## src/rtl/quaternion_to_euler_mounting_assert.svh

```systemverilog
// Assertion macros for the quaternion to Euler block.
// Used by the top level; expects clk and rst in scope.
`ifndef QUATERNION_TO_EULER_MOUNTING_ASSERT_SVH
`define QUATERNION_TO_EULER_MOUNTING_ASSERT_SVH

// Same-cycle implication
`define QTE_ASSERT_NOW(lbl, ante, cons, msg) \
  lbl: assert property (@(posedge clk) disable iff (rst) (ante) |-> (cons)) \
    else $error(msg);

// Next-cycle implication
`define QTE_ASSERT_NEXT(lbl, ante, cons, msg) \
  lbl: assert property (@(posedge clk) disable iff (rst) (ante) |=> (cons)) \
    else $error(msg);

`endif

```

## src/rtl/qte_pkg.sv

```systemverilog
// Shared types, constants and the arctangent table for the quaternion
// to Euler block. No dependencies.
`timescale 1ns / 1ps

package qte_pkg;

  // Datapath widths
  localparam int SW = 34;  // sums of products
  localparam int CW = 36;  // CORDIC x and y
  localparam int ZW = 30;  // angle in 2^-20 degree

  // Sequencer counts (last index of each loop)
  localparam logic [5:0] MUL_LAST  = 6'd9;
  localparam logic [5:0] DIV_LAST  = 6'd29;
  localparam logic [5:0] SQRT_LAST = 6'd30;

  localparam logic signed [ZW-1:0] DEG90       = 30'sd94371840;
  localparam logic signed [14:0]   ANGLE_LIMIT = 15'sd11520;
  localparam logic signed [14:0]   RIGHT_ANGLE = 15'sd5760;

  // Configuration register indexes
  localparam logic [2:0] REG_AXIS_ORDER  = 3'd0;
  localparam logic [2:0] REG_FLIP_ROLL   = 3'd1;
  localparam logic [2:0] REG_FLIP_PITCH  = 3'd2;
  localparam logic [2:0] REG_FLIP_YAW    = 3'd3;
  localparam logic [2:0] REG_INVERT_BAND = 3'd4;

  // Axis order codes
  localparam logic [2:0] AX_XYZ = 3'd0;
  localparam logic [2:0] AX_XZY = 3'd1;
  localparam logic [2:0] AX_YXZ = 3'd2;
  localparam logic [2:0] AX_YZX = 3'd3;
  localparam logic [2:0] AX_ZXY = 3'd4;
  localparam logic [2:0] AX_ZYX = 3'd5;

  typedef enum logic [3:0] {
    PH_IDLE, PH_MUL, PH_SUM, PH_CINIT, PH_CSTEP, PH_CSAVE,
    PH_DINIT, PH_DSTEP, PH_SQ, PH_RINIT, PH_RSTEP, PH_OUT
  } phase_t;

  typedef enum logic [1:0] {ANG_YAW, ANG_ROLL, ANG_PITCH} ang_t;

  typedef struct packed {
    logic       load;
    phase_t     phase;
    ang_t       ang;
    logic [5:0] cnt;
  } cmd_t;

  typedef struct packed {
    logic pitch_sat;
  } status_t;

  typedef struct packed {
    logic [2:0]  axis_order;
    logic        flip_roll;
    logic        flip_pitch;
    logic        flip_yaw;
    logic [10:0] invert_band;
  } cfg_t;

  // atan(2^-i) in 2^-20 degree
  function automatic logic signed [ZW-1:0] atan_angle(input logic [4:0] idx);
    logic signed [ZW-1:0] a;
    case (idx)
      5'd0:  a = 30'sd47185920;
      5'd1:  a = 30'sd27855475;
      5'd2:  a = 30'sd14718068;
      5'd3:  a = 30'sd7471121;
      5'd4:  a = 30'sd3750058;
      5'd5:  a = 30'sd1876857;
      5'd6:  a = 30'sd938658;
      5'd7:  a = 30'sd469357;
      5'd8:  a = 30'sd234682;
      5'd9:  a = 30'sd117342;
      5'd10: a = 30'sd58671;
      5'd11: a = 30'sd29335;
      5'd12: a = 30'sd14668;
      5'd13: a = 30'sd7334;
      5'd14: a = 30'sd3667;
      5'd15: a = 30'sd1833;
      5'd16: a = 30'sd917;
      5'd17: a = 30'sd458;
      5'd18: a = 30'sd229;
      5'd19: a = 30'sd115;
      5'd20: a = 30'sd57;
      5'd21: a = 30'sd29;
      5'd22: a = 30'sd14;
      5'd23: a = 30'sd7;
      5'd24: a = 30'sd4;
      5'd25: a = 30'sd2;
      5'd26: a = 30'sd1;
      default: a = '0;
    endcase
    return a;
  endfunction

  // Round to 1/64 degree (half up) and clamp
  function automatic logic signed [14:0] to_out(input logic signed [ZW-1:0] z);
    logic signed [ZW:0] t;
    logic signed [16:0] r;
    logic signed [14:0] o;
    t = {z[ZW-1], z} + 31'sd8192;
    r = t[ZW:14];
    if (r > 17'sd11520) begin
      o = ANGLE_LIMIT;
    end else if (r < -17'sd11520) begin
      o = -ANGLE_LIMIT;
    end else begin
      o = r[14:0];
    end
    return o;
  endfunction

endpackage

```

## src/rtl/qte_ctrl.sv

```systemverilog
// Sequencer for the quaternion to Euler datapath.
// Depends on qte_pkg for command, status and phase types.
`timescale 1ns / 1ps

module qte_ctrl #(
  parameter int CORDIC_STEPS = 16
) (
  input  logic             clk,
  input  logic             rst,
  input  logic             in_valid,
  output logic             in_stall,
  output logic             out_valid,
  input  logic             out_stall,
  input  qte_pkg::status_t status,
  output qte_pkg::cmd_t    cmd
);

  localparam int CSTEPS = (CORDIC_STEPS > 32) ? 32 : CORDIC_STEPS;
  localparam logic [5:0] CLAST = 6'(CSTEPS - 1);

  typedef enum logic [3:0] {
    S_IDLE, S_MUL, S_SUM, S_CINIT, S_CSTEP, S_CSAVE,
    S_DINIT, S_DSTEP, S_SQ, S_RINIT, S_RSTEP, S_OUT
  } state_t;

  state_t        state;
  logic [5:0]    cnt;
  qte_pkg::ang_t ang;
  logic          out_free;

  assign out_free = !out_valid || !out_stall;
  assign in_stall = (state != S_IDLE);

  // Sequence one item and hold the result valid flag
  always_ff @(posedge clk) begin
    if (rst) begin
      state     <= S_IDLE;
      cnt       <= '0;
      ang       <= qte_pkg::ANG_YAW;
      out_valid <= 1'b0;
    end else begin
      if (state == S_OUT && out_free) begin
        out_valid <= 1'b1;
      end else if (!out_stall) begin
        out_valid <= 1'b0;
      end
      case (state)
        S_IDLE: begin
          if (in_valid) begin
            state <= S_MUL;
            cnt   <= '0;
          end
        end
        S_MUL: begin
          if (cnt == qte_pkg::MUL_LAST) begin
            state <= S_SUM;
          end else begin
            cnt <= cnt + 6'd1;
          end
        end
        S_SUM: begin
          state <= S_CINIT;
          ang   <= qte_pkg::ANG_YAW;
        end
        S_CINIT: begin
          state <= S_CSTEP;
          cnt   <= '0;
        end
        S_CSTEP: begin
          if (cnt == CLAST) begin
            state <= S_CSAVE;
          end else begin
            cnt <= cnt + 6'd1;
          end
        end
        S_CSAVE: begin
          case (ang)
            qte_pkg::ANG_YAW: begin
              ang   <= qte_pkg::ANG_ROLL;
              state <= S_CINIT;
            end
            qte_pkg::ANG_ROLL: state <= S_DINIT;
            default: state <= S_OUT;
          endcase
        end
        S_DINIT: begin
          if (status.pitch_sat) begin
            state <= S_OUT;
          end else begin
            state <= S_DSTEP;
            cnt   <= '0;
          end
        end
        S_DSTEP: begin
          if (cnt == qte_pkg::DIV_LAST) begin
            state <= S_SQ;
          end else begin
            cnt <= cnt + 6'd1;
          end
        end
        S_SQ: state <= S_RINIT;
        S_RINIT: begin
          state <= S_RSTEP;
          cnt   <= '0;
        end
        S_RSTEP: begin
          if (cnt == qte_pkg::SQRT_LAST) begin
            state <= S_CINIT;
            ang   <= qte_pkg::ANG_PITCH;
          end else begin
            cnt <= cnt + 6'd1;
          end
        end
        S_OUT: begin
          if (out_free) begin
            state <= S_IDLE;
          end
        end
        default: state <= S_IDLE;
      endcase
    end
  end

  // Decode commands
  always_comb begin
    cmd.load = (state == S_IDLE) && in_valid;
    cmd.ang  = ang;
    cmd.cnt  = cnt;
    case (state)
      S_MUL:   cmd.phase = qte_pkg::PH_MUL;
      S_SUM:   cmd.phase = qte_pkg::PH_SUM;
      S_CINIT: cmd.phase = qte_pkg::PH_CINIT;
      S_CSTEP: cmd.phase = qte_pkg::PH_CSTEP;
      S_CSAVE: cmd.phase = qte_pkg::PH_CSAVE;
      S_DINIT: cmd.phase = qte_pkg::PH_DINIT;
      S_DSTEP: cmd.phase = qte_pkg::PH_DSTEP;
      S_SQ:    cmd.phase = qte_pkg::PH_SQ;
      S_RINIT: cmd.phase = qte_pkg::PH_RINIT;
      S_RSTEP: cmd.phase = qte_pkg::PH_RSTEP;
      S_OUT:   cmd.phase = out_free ? qte_pkg::PH_OUT : qte_pkg::PH_IDLE;
      default: cmd.phase = qte_pkg::PH_IDLE;
    endcase
  end

endmodule

```

## config.mk

```make
export PLATFORM = sky130hd
export DESIGN_NAME = qte_ctrl
export DESIGN_NICKNAME = d
export VERILOG_FILES = /design/src/rtl/quaternion_to_euler_mounting_assert.svh /design/src/rtl/qte_pkg.sv /design/src/rtl/qte_ctrl.sv
export SDC_FILE = /design/constraint.sdc
export NUM_CORES = 1
export LEC_CHECK = 0
export ABC_AREA = 1
export CORE_MARGIN = 4
export CORE_UTILIZATION = 44
export CTS_CLUSTER_DIAMETER = 50
export CTS_CLUSTER_SIZE = 10
export DETAILED_ROUTE_END_ITERATION = 8
export DONT_BUFFER_PORTS = 1
export PLACE_DENSITY_LB_ADDON = 0.12
export SLEW_MARGIN = 20
export SYNTH_ARGS = -nofsm -noshare
export SYNTH_HDL_FRONTEND = slang
export SYNTH_SLANG_ARGS = --single-unit
```

## constraint.sdc

```tcl
create_clock -name clk -period 2.4 [get_ports clk]
set_input_delay 0.48 -clock clk [delete_from_list [all_inputs] [get_ports clk]]
set_output_delay 0.48 -clock clk [all_outputs]
set_load 0.01 [all_outputs]
```

==> reports/metrics.cfg, run 1 <==
[routing]
viasPerCell = 5.19
m1WireLength_mm = 1.28
routed-wl-met2_um = 968
ant_nets = 0
num_vias = 1063
drt-wirelength-per-cell_um = 11.9
drtIter0Drc = 39
dr.max_layer_used = met4
met3_length_um = 180
dr.pass1.iters = 4
routed_wl_mm = 2.44
drcViolationCount = 0

[logic_synthesis]
syn_avg_cell_area_sq_um = 6.03
yosysWarnings = 0
synth_top_family_by_area = simple AND/OR/NAND/NOR gates
synthesis.area_sq_um = 1050
synth.ff_latch_count = 13
synth.area.top_cells = dfxtp_1, nand2_1, nor2_1
yosysTopAreaCellShare = 0.247
muxShareOfSynthArea = 0
ys_types = 25
seq_area_frac_synth = 0.247
syn_nets = 183
synth_compound_area_frac = 0.0996
synth-xor-area-share = 0.0249
synth_top_area_cell = dfxtp_1
syn_inst = 175
synth_fa_ha_area_frac = 0.0356
yosys.area_share.simple = 0.517

[clocking]
post_cts_resized = 0
cts_inserted_buffers = 3
cts_tree = yes
post_cts_buffers = 0
cts_root_buf = clkbuf_4
clock_latency_ns = 0.28
clk_path_buf_depth = 2
cts_htree_levels = 1
path_clk_slew_ns = 0.09
ctsHoldBuffers = 0
cts_sinks = 13

[power_and_ir_drop]
p_per_area_nw_per_um2 = 1150
p_leak_nw = 0.517
peakVddDrop_uv = 584

[floorplan]
rows = 17
dieHeight_um = 57.0
dieWidth_um = 57.0
initial_core_util = 0.468
ioPinCount = 20
core_sq_um = 2250
dieArea_sq_um = 3240

[cells_and_area]
seqCellArea_sq_um = 260
multi_input_area_sq_um = 714
drive_gt1_frac = 0.147
syn2layout_area_growth_pct = 4.98
fin_nets = 186
antenna_cells = 0
n_fill_cell = 270

[global_route]
grt_usage = 0.159
antenna_found_initial = 0
grt_pass1_wl_mm = 4.11
grt_pass1_vias = 902
grt_max_degree = 10
gr-total-overflow = 0

[placement]
port_buffers = 0
gp_congestion = 0.911
dp_hpwl_mm = 1.99
place_ws_ns = 0.651

[min_path]
min_path_type = input port to register

[worst_setup_path]
cp-end-kind = output pin
cp_max_fo = 7
cp.required_ns = 1.92
cp-start-kind = register
crit_type = register to output pin
arrival_ns = 1.41

[timing]
setup-tns-final_ns = 0
fmax_mhz = 530
slew_headroom = 0.753
finalWorstSetupSlack_ns = 0.512
layout_worst_path_cycle_share = 0.786
layout_min_cycle_time_ns = 1.89
slew_violations = 0
tightestPinTransition_ns = 0.370
rsz0062_at_grt = false
hold_viol = 0
finClkSkew_ns = 0.00105
setup_viol = 0

[outcome]
outcome = complete, no violations

[job]
maxCapViolCount = 0

-- synthesized netlist by cell type, drive strengths merged --
| master | count |
|---|---|
| xor2 | 2 |
| nand4 | 3 |
| a31oi | 1 |
| nand3 | 12 |
| o211ai | 2 |
| nor2 | 43 |
| a21oi | 12 |
| dfxtp | 13 |
| o2111ai | 1 |
| ha | 3 |
| xnor2 | 1 |
| inv | 19 |
| nor3 | 2 |
| o21ai | 3 |
| nand2 | 56 |
| buf | 2 |
-- cells in the final DEF, fill, tap and decap left out --
master,synthesis,final
a31oi_1,1,1
ha_1,3,3
clkbuf_4,0,3
inv_2,4,4
o21ai_0,2,2
dfxtp_1,13,13
o21ai_1,1,1
xor2_1,2,2
clkbuf_1,0,1
nor2_2,5,5
a21oi_1,12,12
xnor2_1,1,1
nor2_4,4,4
inv_1,15,15
nand2_4,1,1
nor2_1,34,34
nand2_1,48,48
nand4_1,3,3
nand2_2,7,7
o211ai_1,2,2
nand3_2,1,1
nor3_1,2,2
o2111ai_1,1,1
nand3_1,10,10
nand3_4,1,1
-- critical path, stage by stage (launching register included) --
cell and delay, ns:
dfxtp_1 0.55, nand2_2 0.15, nor2_1 0.17, nand2_1 0.10, o211ai_1 0.15
-- flip-flops by register name, indices dropped and copies added (netlist names) --
| register | count |
|---|---|
| ang | 2 |
| out_valid | 1 |
| state | 4 |
| cnt | 6 |
-- area by class of cell --
| cell class | count | share of cell area |
|---|---|---|
| clock buffer | 4 | 0.0237 |
| inverter | 19 | 0.0644 |
| multi-input combinational | 141 | 0.645 |
| sequential | 13 | 0.235 |
| tap | 28 | 0.0316 |
-- layer usage --
metal,GRT usage,vias to the layer above
met5,0,-
met4,0.0596,0
met3,0.0407,2
met2,0.215,27
met1,0.239,471
li1,-,563
-- per-stage QoR --
stage | cells | cell area [sq um] | power (mW) | utilization | hold WS [ns]
2_1_floorplan | 175 | 1050 | 1.00 | - | 0.506
3_3_place_gp | 201 | 1080 | 1.13 | 0.479 | 0.530
3_5_place_dp | 201 | 1080 | 1.14 | 0.479 | 0.542
4_1_cts | 205 | 1110 | 1.28 | 0.491 | 0.250
5_1_grt | 205 | 1110 | 1.41 | 0.491 | 0.239
6_report | 205 | 1110 | 1.28 | 0.491 | 0.259
-- logic make-up after synthesis --
kind of cell	after synthesis
and+or+nand+nor	116
DFF	13
xor gates and xnor gates	3
buffers and inverters	21
adders and majority gates	3
AOI/OAI and AO/OA	19
-- worst paths after layout --
path,start,end,slack (ns),depth (start not counted)
worst max-delay path,state[1],cmd[8],0.51,4
worst min register to register,ang[0],ang[0],0.56,2
worst max register to register,cnt[0],state[0],0.63,9
worst min-delay path,rst,cnt[4],0.26,1
-- power by group --
group	switching (mW)	total (mW)	internal, mW	leakage, nW
combinational	0.518	0.772	0.254	0.395
clock	0.0777	0.142	0.0645	0.0150
sequential	0.100	0.363	0.263	0.106
Note: power is estimated with default switching activity, not from simulation.
==> run 2, diff against run 1 <==
==> constraint.sdc (replaced) <==
create_clock -name clk -period 1.7 [get_ports clk]
set_input_delay 0.34 -clock clk [delete_from_list [all_inputs] [get_ports clk]]
set_output_delay 0.34 -clock clk [all_outputs]
set_load 0.01 [all_outputs]
==> reports/metrics.cfg, run 2 (synthesis results as in run 1) <==
[worst_setup_path]
reg2reg_from = cnt[1]  ; was cnt[0]
setup.worst_path.end = cmd[12]  ; was cmd[8]
critPathMaxStageDelay_ns = 0.39  ; was 0.55 ns
r2r_end = cnt[5]  ; was state[0]
cp_max_fo = 7  ; unchanged
crit_type = register to output pin  ; unchanged
crit_path_start = state[1]  ; unchanged
cp-start-kind = register  ; unchanged
crit_path_cell_trace = nor2_2 -> nand2_2 -> nor2_1  ; was nand2_2 -> nor2_1 -> nand2_1 -> o211ai_1
reg2reg_depth = 10  ; was 9
ff2ff_setup_slack_ns = 0.14  ; was 0.63 ns
path_buf_inv = 0  ; unchanged
critPathSlowestCell = dfxtp_4  ; was dfxtp_1
arrival_ns = 1.26  ; was 1.41 ns
cp.required_ns = 1.36  ; was 1.92 ns
crit_cells = 3  ; was 4
cp_top_family = simple AND/OR/NAND/NOR gates  ; was flip-flops
cp-end-kind = output pin  ; unchanged

[clocking]
cts_tree = yes  ; unchanged
path_clk_slew_ns = 0.08  ; was 0.09 ns
clk_path_buf_depth = 2  ; unchanged
cts_inserted_buffers = 3  ; unchanged
clock_latency_ns = 0.28  ; about the same
ctsHoldBuffers = 0  ; unchanged
cts_root_buf = clkbuf_4  ; unchanged
cts_sinks = 13  ; unchanged
cts_htree_levels = 1  ; unchanged

[placement]
port_buffers = 0  ; unchanged
gp_congestion = 0.878  ; was 0.911
place_ws_ns = 0.0679  ; was 0.651 ns
dp_hpwl_mm = 2.01  ; was 1.99 mm

[cells_and_area]
antenna_cells = 0  ; unchanged
final_common_cell = nand2_1  ; unchanged
drive_gt1_frac = 0.230  ; was 0.147
post-route-util = 0.521  ; was 0.491
final_cell_mix = nand2_1, nor2_1, inv_1  ; unchanged
top_register = cnt  ; unchanged
n_fill_cell = 266  ; was 270
syn2layout_area_growth_pct = 11.3  ; was 4.98%
largest_reg_flops = 6  ; unchanged
reg_top3 = cnt (6), state (4), ang (2)  ; unchanged
seqCellArea_sq_um = 270  ; was 260 sq um
multi_input_area_sq_um = 726  ; was 714 sq um
fin_nets = 192  ; was 186

[power_and_ir_drop]
clkPwrFrac = 0.107  ; was 0.111
p_leak_nw = 0.551  ; was 0.517 nW
p_per_area_nw_per_um2 = 1590  ; was 1150 nW/um^2
combPwrFrac = 0.617  ; was 0.604
internal-power_mw = 0.874  ; was 0.582 mW
seqPwrFrac = 0.276  ; was 0.284
power.switching_mw = 0.990  ; was 0.696 mW
sw_frac_of_total = 0.531  ; was 0.545
power.total_mw = 1.86  ; was 1.28 mW
peakVddDrop_uv = 732  ; was 584 uV

[global_route]
grt_max_degree = 10  ; unchanged
top_usage_layer = met2  ; was met1
grt_pass1_vias = 1025  ; was 902
antenna_found_initial = 0  ; unchanged
grtUsageMet2 = 0.254  ; was 0.215
use_met3 = 0.0362  ; was 0.0407
grt_usage = 0.171  ; was 0.159
use_met1 = 0.240  ; was 0.239
grt_pass1_wl_mm = 4.44  ; was 4.11 mm
gr-total-overflow = 0  ; unchanged

[timing]
tightestPinTransition_ns = 0.337  ; was 0.370 ns
layout_worst_path_cycle_share = 0.944
setup-tns-final_ns = 0  ; unchanged
fmax_mhz = 623
slew_headroom = 0.774  ; was 0.753
layout_min_cycle_time_ns = 1.60
rsz0062_at_grt = false  ; unchanged
finalWorstSetupSlack_ns = 0.0955  ; was 0.512 ns
finClkSkew_ns = 0.000923  ; was 0.00105 ns
hold_slack_ns = 0.106  ; was 0.259 ns
setup_viol = 0  ; unchanged
hold_viol = 0  ; unchanged
slew_violations = 0  ; unchanged

[routing]
drt-wirelength-per-cell_um = 11.9  ; about the same
dr.pass1.iters = 4  ; unchanged
drcViolationCount = 0  ; unchanged
routed_wl_mm = 2.51  ; was 2.44 mm
ant_nets = 0  ; unchanged
num_vias = 1092  ; was 1063
viasPerCell = 5.18  ; was 5.19
drtIter0Drc = 26  ; was 39

[floorplan]
dieArea_sq_um = 3240  ; unchanged
rows = 17  ; unchanged
initial_core_util = 0.468  ; unchanged
core_sq_um = 2250  ; unchanged
dieWidth_um = 57.0  ; unchanged
dieHeight_um = 57.0  ; unchanged
ioPinCount = 20  ; unchanged

[outcome]
outcome = complete, no violations  ; unchanged

[min_path]
min_path_type = input port to register  ; unchanged

[job]
maxCapViolCount = 0  ; unchanged

run 2: cell count changes in the layout (fill, tap and decap cells not counted), sizes merged:
cell,delta
buf,+6
run 2: through the flow:
step	std cells	cell area (sq um)
after global routing	211	1170
after floorplan	175	1050
after global placement	206	1120
after detailed placement	206	1120
final	211	1170
after CTS	210	1150
run 2: what timing repair did:
item	in CTS	in global routing
pin swaps	0	1
setup endpoints to repair	2	13
setup buffers	0	1
gates resized for setup	1	10
hold endpoints to repair	0	0
run 2: area by class of cell:
cell class,count,share of cell area
clock buffers,4,0.0224
inverters,19,0.0608
multi-input cells,141,0.618
flip-flops and latches,13,0.230
well taps,28,0.0299
repair buffers,6,0.0384
run 2: worst reg2reg max path: stages (launching register included):
cell	delay, ns
dfxtp_1	0.40
inv_1	0.08
ha_1	0.20
nand3_1	0.11
nor2_1	0.05
nand2_1	0.05
nand2_1	0.05
nor2_2	0.18
nand3_4	0.15
a21oi_1	0.14
nor2_1	0.05
run 2: worst min-delay path by stage:
stage / start / to / cells past startpoint
floorplan: ang[0] / ang[0] / 2
global placement: rst / out_valid / 1
detailed placement: rst / out_valid / 1
CTS: rst / state[1] / 1
global route: rst / state[1] / 1
finish: rst / state[1] / 1
run 2: routing by layer:
metal	vias to the layer above	share of wire
met5	-	0
met4	0	0.020
met3	5	0.082
met2	30	0.40
met1	479	0.49
li1	578	-
run 2: power groups by stage:
stage / logic, mW / clock network, mW / registers, mW
2_1_floorplan: 0.927 / 0 / 0.491
3_3_place_gp: 1.13 / 0 / 0.501
3_5_place_dp: 1.13 / 0 / 0.502
4_1_cts: 1.14 / 0.211 / 0.498
5_1_grt: 1.31 / 0.227 / 0.527
6_report: 1.15 / 0.199 / 0.514
==> run 3, diff against run 2 <==
--- a/config.mk
+++ b/config.mk
@@ -7,7 +7,7 @@
 export LEC_CHECK = 0
 export ABC_AREA = 1
 export CORE_MARGIN = 4
-export CORE_UTILIZATION = 44
+export CORE_UTILIZATION = 55
 export CTS_CLUSTER_DIAMETER = 50
 export CTS_CLUSTER_SIZE = 10
 export DETAILED_ROUTE_END_ITERATION = 8
==> reports/metrics.cfg, run 3 (synthesis results as in run 1) <==
[routing]
ant_nets = 0  ; unchanged
viasPerCell = 5.41  ; was 5.18
dr.pass1.iters = 4  ; unchanged
drtIter0Drc = 46  ; was 26
routed_wl_mm = 2.59  ; was 2.51 mm
drcViolationCount = 0  ; unchanged
drt-wirelength-per-cell_um = 12.6  ; was 11.9 um
num_vias = 1114  ; was 1092

[job]
maxCapViolCount = 0  ; unchanged

[min_path]
min_path_type = input port to register  ; unchanged

[cells_and_area]
syn2layout_area_growth_pct = 9.49  ; was 11.3%
final_cell_mix = nand2_1, nor2_1, inv_1  ; unchanged
largest_reg_flops = 6  ; unchanged
antenna_cells = 0  ; unchanged
n_fill_cell = 178  ; was 266
fin_nets = 190  ; was 192
top_register = cnt  ; unchanged
reg_top3 = cnt (6), state (4), ang (2)  ; unchanged
multi_input_area_sq_um = 726  ; unchanged
final_common_cell = nand2_1  ; unchanged
post-route-util = 0.655  ; was 0.521
seqCellArea_sq_um = 270  ; unchanged
drive_gt1_frac = 0.227  ; was 0.230

[floorplan]
initial_core_util = 0.598  ; was 0.468
ioPinCount = 20  ; unchanged
rows = 15  ; was 17
dieHeight_um = 51.8  ; was 57.0 um
dieArea_sq_um = 2680  ; was 3240 sq um
dieWidth_um = 51.8  ; was 57.0 um
core_sq_um = 1760  ; was 2250 sq um

[worst_setup_path]
crit_type = register to output pin  ; unchanged
cp_max_fo = 7  ; unchanged
cp-start-kind = register  ; unchanged
arrival_ns = 1.27  ; was 1.26 ns
cp-end-kind = output pin  ; unchanged
cp.required_ns = 1.36  ; about the same

[timing]
slew_violations = 0  ; unchanged
finClkSkew_ns = 0.00752  ; was 0.000923 ns
hold_viol = 0  ; unchanged
layout_min_cycle_time_ns = 1.61  ; was 1.60 ns
layout_worst_path_cycle_share = 0.950  ; was 0.944
slew_headroom = 0.799  ; was 0.774
fmax_mhz = 619  ; was 623 MHz
rsz0062_at_grt = false  ; unchanged
setup-tns-final_ns = 0  ; unchanged
tightestPinTransition_ns = 0.301  ; was 0.337 ns
setup_viol = 0  ; unchanged

[power_and_ir_drop]
sw_frac_of_total = 0.541  ; was 0.531
seqPwrFrac = 0.277  ; was 0.276
combPwrFrac = 0.613  ; was 0.617
p_leak_nw = 0.545  ; was 0.551 nW
clkPwrFrac = 0.111  ; was 0.107
power.switching_mw = 1.01  ; was 0.990 mW
power.total_mw = 1.87  ; was 1.86 mW
p_per_area_nw_per_um2 = 1620  ; was 1590 nW/um^2
internal-power_mw = 0.860  ; was 0.874 mW
peakVddDrop_uv = 998  ; was 732 uV

[clocking]
cts_tree = yes  ; unchanged
cts_sinks = 13  ; unchanged
ctsHoldBuffers = 0  ; unchanged
path_clk_slew_ns = 0.09  ; was 0.08 ns
cts_htree_levels = 1  ; unchanged
cts_root_buf = clkbuf_4  ; unchanged
clk_path_buf_depth = 2  ; unchanged
cts_inserted_buffers = 3  ; unchanged
clock_latency_ns = 0.29  ; was 0.28 ns

[global_route]
grt_pass1_wl_mm = 4.32  ; was 4.44 mm
gr-total-overflow = 0  ; unchanged
grt_max_degree = 10  ; unchanged
grt_pass1_vias = 975  ; was 1025
grt_usage = 0.216  ; was 0.171
antenna_found_initial = 0  ; unchanged

[placement]
dp_hpwl_mm = 2.02  ; was 2.01 mm
port_buffers = 0  ; unchanged
gp_congestion = 0.949  ; was 0.878

[outcome]
outcome = complete, no violations  ; unchanged

[run 3: final timing paths]
path / startpoint / depth (start not counted) / slack (ns) / endpoint
worst min register to register: ang[0] / 2 / 0.54 / ang[0]
worst min-delay path: rst / 1 / 0.1 / state[1]
worst max register to register: state[3] / 8 / 0.14 / cnt[2]
worst max-delay path: state[1] / 4 / 0.09 / cmd[9]
[run 3: power groups by stage]
| stage | clock [mW] | combinational [mW] | sequential (mW) |
|---|---|---|---|
| 2_1_floorplan | 0 | 0.927 | 0.491 |
| 3_3_place_gp | 0 | 1.11 | 0.501 |
| 3_5_place_dp | 0 | 1.12 | 0.509 |
| 4_1_cts | 0.209 | 1.13 | 0.508 |
| 5_1_grt | 0.224 | 1.30 | 0.528 |
| 6_report | 0.207 | 1.15 | 0.518 |
[run 3: area by class of cell]
| type | count | area share |
|---|---|---|
| multi-input cells | 141 | 0.628 |
| flip-flops and latches | 13 | 0.234 |
| inverters | 19 | 0.0618 |
| well taps | 25 | 0.0271 |
| repair buffers | 4 | 0.0260 |
| clock buffers | 4 | 0.0228 |
[run 3: metrics by stage]
stage / instance area (sq um) / hold WS [ns] / worst slack [ns] / std cells
detailed placement: 1110 / 0.413 / 0.0919 / 202
global placement: 1110 / 0.411 / 0.111 / 202
CTS: 1140 / 0.0987 / 0.0362 / 206
global route: 1150 / 0.0949 / 0.0147 / 206
floorplan: 1050 / 0.506 / 0.222 / 175
finish: 1150 / 0.0958 / 0.0853 / 206
[run 3: timing repair]
action                     4_1_cts  5_1_grt
setup endpoints to repair        2       11
setup buffers                    0        0
resized for setup                3        9
pin swaps                        0        1
gates cloned                     0        0
[run 3: worst max-delay path, cell delays in order, from the launching register on]
cell and delay (ns):
dfxtp_2 0.45, nand2_2 0.13, nor2_1 0.15, nand2_1 0.10, o211ai_1 0.16
[run 3: layer usage]
metal	up-vias	wire length, um	global-route usage	share of wire
met5	-	0	0	0
met4	0	33	0.0655	0.013
met3	5	242	0.0430	0.094
met2	57	1150	0.345	0.44
met1	482	1160	0.290	0.45
li1	570	-	-	-
